**src/rtl/fixed_block_pool_allocator_macros.svh**
```systemverilog
// Assertion macros for the fixed block pool allocator
`ifndef FIXED_BLOCK_POOL_ALLOCATOR_MACROS_SVH
`define FIXED_BLOCK_POOL_ALLOCATOR_MACROS_SVH

// Property that must hold on every clock edge out of reset
`define FBPA_ASSERT(lbl, prop, msg) \
  lbl: assert property (@(posedge clk_i) disable iff (!rst_ni) (prop)) else $error(msg);

// Consequent must hold in the cycle after the antecedent
`define FBPA_ASSERT_NEXT(lbl, ante, cons, msg) \
  lbl: assert property (@(posedge clk_i) disable iff (!rst_ni) (ante) |=> (cons)) \
    else $error(msg);

`endif

```
**src/rtl/fbpa_pkg.sv**
```systemverilog
// Shared types and constants for the fixed block pool allocator
`default_nettype none

package fbpa_pkg;

  localparam int MAX_BLOCKS_DEF = 256;
  localparam int ADDR_WIDTH_DEF = 32;

  localparam int POOL_BASE_W = 32;
  localparam int BLK_BYTES_W = 16;
  localparam int BLK_COUNT_W = 9;
  localparam int CFG_DATA_W  = 32;
  localparam int CFG_IDX_W   = 2;

  localparam logic [POOL_BASE_W-1:0] POOL_BASE_RST = '0;
  localparam logic [BLK_BYTES_W-1:0] BLK_BYTES_RST = 16'd64;
  localparam logic [BLK_COUNT_W-1:0] BLK_COUNT_RST = 9'd256;

  typedef enum logic [CFG_IDX_W-1:0] {
    CFG_POOL_BASE = 2'd0,
    CFG_BLK_BYTES = 2'd1,
    CFG_BLK_COUNT = 2'd2
  } cfg_idx_e;

  typedef enum logic {
    CMD_ALLOC = 1'b0,
    CMD_FREE  = 1'b1
  } cmd_e;

  typedef enum logic [2:0] {
    STS_OK         = 3'd0,
    STS_EMPTY      = 3'd1,
    STS_NULL       = 3'd2,
    STS_MISALIGNED = 3'd3,
    STS_RANGE      = 3'd4,
    STS_NOT_USED   = 3'd5
  } status_e;

  typedef enum logic [3:0] {
    ST_CLEAR,
    ST_IDLE,
    ST_ARD,
    ST_MUL,
    ST_BASE,
    ST_OFF,
    ST_DIV,
    ST_CHK,
    ST_URD,
    ST_DONE
  } state_e;

endpackage

`default_nettype wire

```
**src/rtl/fixed_block_pool_allocator.sv**
```systemverilog
// Fixed-size block pool allocator with a shared iterative add/subtract unit
//
//  channel   | dir | handshake               | contents
//  s_axis    | in  | s_axis_tvalid/tready    | tuser: command; tdata: address
//  m_axis    | out | m_axis_tvalid/tready    | tdata: status, block_address, block_index
//  cfg       | in  | cfg_we_i (no wait)      | cfg_idx_i, cfg_wdata_i
//
// Allocate pops a free index, multiplies it by the block size and adds the pool base;
// free subtracts the base, divides by the size, checks remainder and range, then reads
// the used mark; a null address or an empty pool goes straight to the result. Multiply
// is shift-add, one index bit a cycle; divide restores, one address bit a cycle. After
// reset and after each block count write a sweep refills the ring and clears the map.
// A result waits in the output register while the next request is accepted.
`default_nettype none

`include "fixed_block_pool_allocator_macros.svh"

module fixed_block_pool_allocator
  import fbpa_pkg::*;
#(
  parameter int MAX_BLOCKS = MAX_BLOCKS_DEF,
  parameter int ADDR_WIDTH = ADDR_WIDTH_DEF
) (
  input  wire logic                  clk_i,
  input  wire logic                  rst_ni,
  input  wire logic                  s_axis_tvalid,
  output logic                       s_axis_tready,
  // address
  input  wire logic [((ADDR_WIDTH+7)/8)*8-1:0] s_axis_tdata,
  // command
  input  wire logic                  s_axis_tuser,
  output logic                       m_axis_tvalid,
  input  wire logic                  m_axis_tready,
  // status, block_address, block_index
  output logic [((3+ADDR_WIDTH+$clog2(MAX_BLOCKS)+7)/8)*8-1:0] m_axis_tdata,
  input  wire logic                  cfg_we_i,
  input  wire logic [CFG_IDX_W-1:0]  cfg_idx_i,
  input  wire logic [CFG_DATA_W-1:0] cfg_wdata_i
);

  localparam int W      = ADDR_WIDTH;
  localparam int IDX_W  = $clog2(MAX_BLOCKS);
  localparam int CNT_W  = $clog2(MAX_BLOCKS + 1);
  localparam int CMP_W  = (CNT_W > BLK_COUNT_W) ? CNT_W : BLK_COUNT_W;
  localparam int STEP_W = $clog2(W + 1);
  localparam int OUT_W  = ((3 + W + IDX_W + 7) / 8) * 8;

  // configuration registers
  logic [POOL_BASE_W-1:0] pool_base_q;
  logic [BLK_BYTES_W-1:0] blk_bytes_q;
  logic [BLK_COUNT_W-1:0] blk_count_q;

  always_ff @(posedge clk_i or negedge rst_ni) begin
    if (!rst_ni) begin
      pool_base_q <= POOL_BASE_RST;
      blk_bytes_q <= BLK_BYTES_RST;
      blk_count_q <= BLK_COUNT_RST;
    end else if (cfg_we_i) begin
      case (cfg_idx_i)
        CFG_POOL_BASE: pool_base_q <= cfg_wdata_i[POOL_BASE_W-1:0];
        CFG_BLK_BYTES: blk_bytes_q <= cfg_wdata_i[BLK_BYTES_W-1:0];
        CFG_BLK_COUNT: blk_count_q <= cfg_wdata_i[BLK_COUNT_W-1:0];
        default: ;
      endcase
    end
  end

  logic [CNT_W-1:0] eff_total;
  logic [W-1:0]     size_w;
  logic [W-1:0]     base_w;

  always_comb begin
    if (CMP_W'(blk_count_q) > CMP_W'(MAX_BLOCKS)) begin
      eff_total = CNT_W'(MAX_BLOCKS);
    end else begin
      eff_total = CNT_W'(blk_count_q);
    end
    size_w = (blk_bytes_q == '0) ? W'(1) : W'(blk_bytes_q);
    base_w = W'(pool_base_q);
  end

  // sequencer state
  state_e             state_q, state_d;
  logic [IDX_W-1:0]   clr_q, clr_d;
  logic [IDX_W-1:0]   head_q, head_d;
  logic [CNT_W-1:0]   count_q, count_d;
  logic [STEP_W-1:0]  step_q, step_d;
  logic [W-1:0]       acc_q, acc_d;
  logic [W-1:0]       quo_q, quo_d;
  logic [W-1:0]       addr_q, addr_d;
  logic [IDX_W-1:0]   idx_q, idx_d;
  status_e            res_status_q, res_status_d;
  logic [W-1:0]       res_addr_q, res_addr_d;
  logic [IDX_W-1:0]   res_idx_q, res_idx_d;
  logic               out_valid_q, out_valid_d;
  logic [OUT_W-1:0]   out_data_q, out_data_d;

  // memories
  logic [IDX_W-1:0] ring_mem [MAX_BLOCKS];
  logic             used_mem [MAX_BLOCKS];
  logic [IDX_W-1:0] ring_rd_q;
  logic             used_rd_q;
  logic             ring_we, used_we, used_wd;
  logic [IDX_W-1:0] ring_wa, ring_wd, used_wa, used_ra;

  always_ff @(posedge clk_i) begin
    if (ring_we) begin
      ring_mem[ring_wa] <= ring_wd;
    end
    ring_rd_q <= ring_mem[head_q];
  end

  always_ff @(posedge clk_i) begin
    if (used_we) begin
      used_mem[used_wa] <= used_wd;
    end
    used_rd_q <= used_mem[used_ra];
  end

  // shared add/subtract unit
  logic [W:0] alu_a, alu_b, alu_y;
  logic       alu_sub;

  always_comb begin
    alu_a   = '0;
    alu_b   = '0;
    alu_sub = 1'b0;
    case (state_q)
      ST_OFF: begin
        alu_a   = {1'b0, addr_q};
        alu_b   = {1'b0, base_w};
        alu_sub = 1'b1;
      end
      ST_DIV: begin
        alu_a   = {acc_q, quo_q[W-1]};
        alu_b   = {1'b0, size_w};
        alu_sub = 1'b1;
      end
      ST_MUL: begin
        alu_a = {acc_q, 1'b0};
        alu_b = quo_q[W-1] ? {1'b0, size_w} : '0;
      end
      ST_BASE: begin
        alu_a = {1'b0, acc_q};
        alu_b = {1'b0, base_w};
      end
      default: ;
    endcase
    alu_y = alu_sub ? (alu_a - alu_b) : (alu_a + alu_b);
  end

  logic [CNT_W:0]   tail_sum;
  logic [IDX_W-1:0] tail;

  always_comb begin
    tail_sum = (CNT_W+1)'(head_q) + (CNT_W+1)'(count_q);
    if (tail_sum >= (CNT_W+1)'(MAX_BLOCKS)) begin
      tail_sum = tail_sum - (CNT_W+1)'(MAX_BLOCKS);
    end
    tail = tail_sum[IDX_W-1:0];
  end

  assign used_ra = quo_q[IDX_W-1:0];

  always_comb begin
    state_d      = state_q;
    clr_d        = clr_q;
    head_d       = head_q;
    count_d      = count_q;
    step_d       = step_q;
    acc_d        = acc_q;
    quo_d        = quo_q;
    addr_d       = addr_q;
    idx_d        = idx_q;
    res_status_d = res_status_q;
    res_addr_d   = res_addr_q;
    res_idx_d    = res_idx_q;
    out_valid_d  = out_valid_q && !m_axis_tready;
    out_data_d   = out_data_q;
    ring_we      = 1'b0;
    ring_wa      = clr_q;
    ring_wd      = clr_q;
    used_we      = 1'b0;
    used_wa      = clr_q;
    used_wd      = 1'b0;
    s_axis_tready = (state_q == ST_IDLE);

    case (state_q)
      ST_CLEAR: begin
        ring_we = 1'b1;
        used_we = 1'b1;
        clr_d   = clr_q + IDX_W'(1);
        if (clr_q == IDX_W'(MAX_BLOCKS - 1)) begin
          head_d  = '0;
          count_d = eff_total;
          state_d = ST_IDLE;
        end
      end
      ST_IDLE: begin
        if (s_axis_tvalid) begin
          res_status_d = STS_OK;
          res_addr_d   = '0;
          res_idx_d    = '0;
          addr_d       = s_axis_tdata[W-1:0];
          if (s_axis_tuser == CMD_ALLOC) begin
            if (count_q == '0) begin
              res_status_d = STS_EMPTY;
              state_d      = ST_DONE;
            end else begin
              state_d = ST_ARD;
            end
          end else if (s_axis_tdata[W-1:0] == '0) begin
            res_status_d = STS_NULL;
            state_d      = ST_DONE;
          end else begin
            state_d = ST_OFF;
          end
        end
      end
      ST_ARD: begin
        // pop the oldest free index and mark it used
        idx_d   = ring_rd_q;
        head_d  = (head_q == IDX_W'(MAX_BLOCKS - 1)) ? '0 : head_q + IDX_W'(1);
        count_d = count_q - CNT_W'(1);
        used_we = 1'b1;
        used_wa = ring_rd_q;
        used_wd = 1'b1;
        acc_d   = '0;
        quo_d   = {ring_rd_q, {(W-IDX_W){1'b0}}};
        step_d  = STEP_W'(IDX_W);
        state_d = ST_MUL;
      end
      ST_MUL: begin
        acc_d  = alu_y[W-1:0];
        quo_d  = {quo_q[W-2:0], 1'b0};
        step_d = step_q - STEP_W'(1);
        if (step_q == STEP_W'(1)) begin
          state_d = ST_BASE;
        end
      end
      ST_BASE: begin
        res_addr_d = alu_y[W-1:0];
        res_idx_d  = idx_q;
        state_d    = ST_DONE;
      end
      ST_OFF: begin
        quo_d   = alu_y[W-1:0];
        acc_d   = '0;
        step_d  = STEP_W'(W);
        state_d = ST_DIV;
      end
      ST_DIV: begin
        // restore on borrow
        if (alu_y[W]) begin
          acc_d = alu_a[W-1:0];
          quo_d = {quo_q[W-2:0], 1'b0};
        end else begin
          acc_d = alu_y[W-1:0];
          quo_d = {quo_q[W-2:0], 1'b1};
        end
        step_d = step_q - STEP_W'(1);
        if (step_q == STEP_W'(1)) begin
          state_d = ST_CHK;
        end
      end
      ST_CHK: begin
        if (acc_q != '0) begin
          res_status_d = STS_MISALIGNED;
          state_d      = ST_DONE;
        end else if (quo_q >= W'(eff_total)) begin
          res_status_d = STS_RANGE;
          state_d      = ST_DONE;
        end else begin
          state_d = ST_URD;
        end
      end
      ST_URD: begin
        if (!used_rd_q) begin
          res_status_d = STS_NOT_USED;
        end else begin
          // clear the mark and push the index onto the ring tail
          used_we   = 1'b1;
          used_wa   = quo_q[IDX_W-1:0];
          used_wd   = 1'b0;
          ring_we   = 1'b1;
          ring_wa   = tail;
          ring_wd   = quo_q[IDX_W-1:0];
          res_idx_d = quo_q[IDX_W-1:0];
          if (count_q < CNT_W'(MAX_BLOCKS)) begin
            count_d = count_q + CNT_W'(1);
          end
        end
        state_d = ST_DONE;
      end
      ST_DONE: begin
        if (!out_valid_q || m_axis_tready) begin
          out_valid_d = 1'b1;
          out_data_d  = OUT_W'({res_idx_q, res_addr_q, res_status_q});
          state_d     = ST_IDLE;
        end
      end
      default: state_d = ST_CLEAR;
    endcase

    // a new pool size restarts the refill sweep
    if (cfg_we_i && cfg_idx_i == CFG_BLK_COUNT) begin
      state_d = ST_CLEAR;
      clr_d   = '0;
    end
  end

  always_ff @(posedge clk_i or negedge rst_ni) begin
    if (!rst_ni) begin
      state_q     <= ST_CLEAR;
      clr_q       <= '0;
      head_q      <= '0;
      count_q     <= '0;
      step_q      <= '0;
      out_valid_q <= 1'b0;
    end else begin
      state_q     <= state_d;
      clr_q       <= clr_d;
      head_q      <= head_d;
      count_q     <= count_d;
      step_q      <= step_d;
      out_valid_q <= out_valid_d;
    end
  end

  always_ff @(posedge clk_i) begin
    acc_q        <= acc_d;
    quo_q        <= quo_d;
    addr_q       <= addr_d;
    idx_q        <= idx_d;
    res_status_q <= res_status_d;
    res_addr_q   <= res_addr_d;
    res_idx_q    <= res_idx_d;
    out_data_q   <= out_data_d;
  end

  assign m_axis_tvalid = out_valid_q;
  assign m_axis_tdata  = out_data_q;

  `FBPA_ASSERT(a_count_le_total, state_q == ST_CLEAR || count_q <= eff_total, "count too big")
  `FBPA_ASSERT(a_rem, (state_q != ST_DIV && state_q != ST_CHK) || acc_q < size_w, "remainder")
  `FBPA_ASSERT_NEXT(a_busy, s_axis_tvalid && s_axis_tready, state_q != ST_IDLE, "still idle")
  `FBPA_ASSERT_NEXT(a_pop, state_q == ST_ARD, count_q == $past(count_q) - CNT_W'(1), "no pop")

endmodule

`default_nettype wire
```
**config.mk**
```make
export PLATFORM = sky130hd
export DESIGN_NAME = fixed_block_pool_allocator
export DESIGN_NICKNAME = d
export VERILOG_FILES = /design/src/rtl/fbpa_pkg.sv /design/src/rtl/fixed_block_pool_allocator.sv
export VERILOG_INCLUDE_DIRS = /design/src /design/src/rtl
export SDC_FILE = /design/constraint.sdc
export NUM_CORES = 2
export LEC_CHECK = 0
export BUFFER_PORTS_ARGS = -buffer_cell sky130_fd_sc_hd__buf_2
export CAP_MARGIN = 20
export CORE_MARGIN = 10
export CORE_UTILIZATION = 40
export DETAILED_ROUTE_END_ITERATION = 6
export GPL_TIMING_DRIVEN = 0
export HOLD_SLACK_MARGIN = 0.05
export PLACE_DENSITY = 0.54
export SLEW_MARGIN = 20
export SYNTH_ARGS = -nofsm -noshare
export SYNTH_HDL_FRONTEND = slang
export SYNTH_SLANG_ARGS = --single-unit
```
**constraint.sdc**
```tcl
create_clock -name clk_i -period 16.9 [get_ports clk_i]
set_input_delay 1.69 -clock clk_i [delete_from_list [all_inputs] [get_ports clk_i]]
set_output_delay 1.69 -clock clk_i [all_outputs]
set_load 0.01 [all_outputs]
```
==> run metrics <==
run status finished clean; vias in the first global route 56300; Synth async-reset ratio 3.58%; Via density 5.79; Critical Path AT 9.02 ns; P&R area growth vs syn 15.4%; synth top area cells edfxtp_1 71%, mux4_2 16%, dfrtp_1 2.2%; die width 534 um; initial antenna violation count 25; Cell variety after synth 80; count leader, synth edfxtp_1; row count 188; Synth Instances 5427; Tmin final 8.31 ns; clock skew 0.0778 ns; Post-DP HPWL 209000 um; DRC errors left 0; Fill cells 22200; post-synthesis cell area 106000 sq um; Fmax achieved 120 MHz; Die Y 534 um; Commonest cells post-synth 2494 x edfxtp_1, 765 x mux4_2, 547 x nor2_1; via count 56000; FF-to-FF path depth 23; final antenna-violating net count 0; area leader, netlist edfxtp_1; total track usage 20.6%; max_slew headroom 17.5%; port bufs 116; power per cell area 175 nW/um^2; # nets final 6070; Final setup viols 0; first-pass GRT wire length 426000 um; Final Hold Fails 0; initial DRC count 6656; I/O Pins 122; Mean Syn Cell Area 19.5 sq um; worst path required time 17.61 ns; GPL Wtd Cong 0.897; Synth top area share 70.8%; Post-synth top flop edfxtp_1; clock-pin slew on the worst setup and hold paths 0.06 ns; share of layout cells above drive strength 1 26.0%; Yosys warning total 0; Worst Setup End Kind register; TritonCTS clock tree built; Final Util 46.5%; Hold Buf Count CTS 0; flops & latches, synth 2596; hold path cells 0; Sink Count 2596; VDD IR max 0.104 mV; Final Max Slew Viols 0; Tightest Pin Transition 1.24 ns; first-pass detailed-route iteration total 6; Hold WC Path Type register to register; worst skew pair latency 0.86 ns; Pleak 0.0385 uW; WL/cell 31.2 um; EDFF count, synth 2494; Post-CTS Resized 0; Inserted Clock Buffers 291; total die area 285000 sq um; max-cap violations 0; H-Tree Depth 5; total power 21400 uW; crit share post-route 49.1%; Root Driver clkbuf_16; post-CTS setup buffer count 0; Remaining Overflow, GRT 0; clk buf depth 4; drt total wl 302000 um; register area share after synthesis 73.2%; Startpoint Class register; Core ar. 263000 sq um; largest net degree at the start of global routing 80; initial core utilization 40.3%; WS Path Type register to register; RSZ-0062 raised after global routing false; Max FO, Critical Path 10
[state kept, by name, indices dropped and copies added, names as in the netlist]
| signal | cells |
|---|---|
| acc_q | 32 |
| m_axis_tvalid | 1 |
| used_mem | 256 |
| step_q | 6 |
| used_rd_q | 1 |
| head_q | 8 |
| idx_q | 8 |
| res_addr_q | 32 |
| ring_mem | 2048 |
| quo_q | 32 |
| addr_q | 32 |
| res_idx_q | 8 |
| base_w | 32 |
| state_q | 4 |
| count_q | 9 |
| blk_count_q | 9 |
| blk_bytes_q | 16 |
| ring_rd_q | 8 |
| m_axis_tdata | 43 |
| res_status_q | 3 |
| clr_q | 8 |
[cell type report]
class	count	area, sq um	area share, %
Sequential cell	2596	77400	63.4
Multi-Input combinational cell	2467	27400	22.5
Clock buffer	363	7710	6.32
Tap cell	3515	4400	3.60
Timing Repair Buffer	211	2400	1.96
Buffer	332	1370	1.12
Clock inverter	145	1230	1.01
Inverter	36	135	0.111
Antenna cell	7	17.5	0.0144
[cells in the final DEF, fill, tap and decap left out, drive strengths merged, types with 7 or more instances in the layout]
cell      Yosys  layout
nand4        13      13
mux2         50      50
a31oi        14      14
inv          35      42
a22oi        53      53
xnor2        34      34
dfrtp        91      91
clkinv        1     115
nor3         70      70
nor2        547     547
o211ai        7       7
a21o         32      32
nor4         30      30
dfxtp         9       9
xor2         30      30
a21oi        76      76
and3         10      10
nand2       222     222
clkinvlp      0       9
ha           60      60
nor2b        16      16
a211o        10      10
diode         0       7
bufinv        0      15
and2         40      40
o21ai        93      93
clkbuf      256     626
nand3        56      56
or3          21      21
or2          11      11
a22o         65      65
o21bai       11      11
nand2b       24      24
mux4        765     765
edfxtp     2494    2494
buf          76     280
o2111ai      18      18
[metrics by stage]
| step | hold slack (ns) | instances | cell area (sq um) | worst slack (ns) | setup TNS (ns) |
|---|---|---|---|---|---|
| floorplan | 0.400 | 5431 | 106000 | 3.65 | 0 |
| global placement | 0.405 | 9062 | 111000 | -10.45 | -2661.32 |
| detailed placement | 0.405 | 9157 | 113000 | 8.84 | 0 |
| CTS | 0.418 | 9665 | 122000 | 8.82 | 0 |
| global route | 0.430 | 9667 | 122000 | 8.01 | 0 |
| finish | 0.417 | 9672 | 122000 | 8.59 | 0 |
[worst paths after layout]
| check | slack [ns] | startpoint | endpoint |
|---|---|---|---|
| worst max-delay path | 8.59 | state_q[1] | acc_q[12] |
| worst min-delay path | 0.42 | res_addr_q[14] | m_axis_tdata[17] |
| worst max register to register | 8.59 | state_q[1] | acc_q[12] |
| worst min register to register | 0.42 | res_addr_q[14] | m_axis_tdata[17] |
| max in group asynchronous | 15.46 | rst_ni | blk_count_q[8] |
| min in group asynchronous | 0.74 | rst_ni | base_w[18] |
[critical path: stages, from the launching register on]
cell and delay [ns]:
dfrtp_1 0.32, clkbuf_1 0.36, nor2b_1 0.33, o21ai_1 0.35
a31oi_1 0.82, o21ai_0 0.29, nand4_1 0.24, nor3_1 0.14
a31oi_1 0.84, or2_2 0.24, clkbuf_1 0.35, nand3_1 0.18
ha_1 0.31, clkbuf_1 0.28, a21oi_1 0.16, o211ai_1 0.24
nor2_1 0.11, or4_1 0.46, a21oi_1 0.33, mux2i_1 0.36
nor2_1 0.13, nor4_2 0.57, clkbuf_1 0.52, a22o_1 0.22
[where the power goes]
group,leakage (uW),internal [uW],switching [uW],total (uW)
Combinational,0.00995,2700,4540,7230
Sequential,0.0242,7890,230,8120
Clock,0.00434,3470,2540,6010
Total,0.0385,14100,7300,21400
[cell families after synthesis]
family / after synthesis / share of synthesized area [%]
AND/OR/NAND/NOR: 1077 / 4.46
multiplexers: 821 / 16.9
buffers and inverters: 368 / 1.33
AO/OA/AOI/OAI: 437 / 2.87
adder cells (fa/ha/maj): 63 / 0.766
other: 1 / 0.00354
XOR/XNOR: 64 / 0.530
flip-flops: 2596 / 73.2
[per-layer routing]
layer  wire [um]  track usage, %  part of all wire [%]  up-vias
met5          30               0                0.0099        -
met4        9790            6.09                   3.2        4
met3       23700            4.21                   7.8      458
met2      139000            31.8                    46     2264
met1      130000            29.8                    43    30000
li1            -               -                     -    23300
No activity file was read; power rests on OpenSTA's default activity.
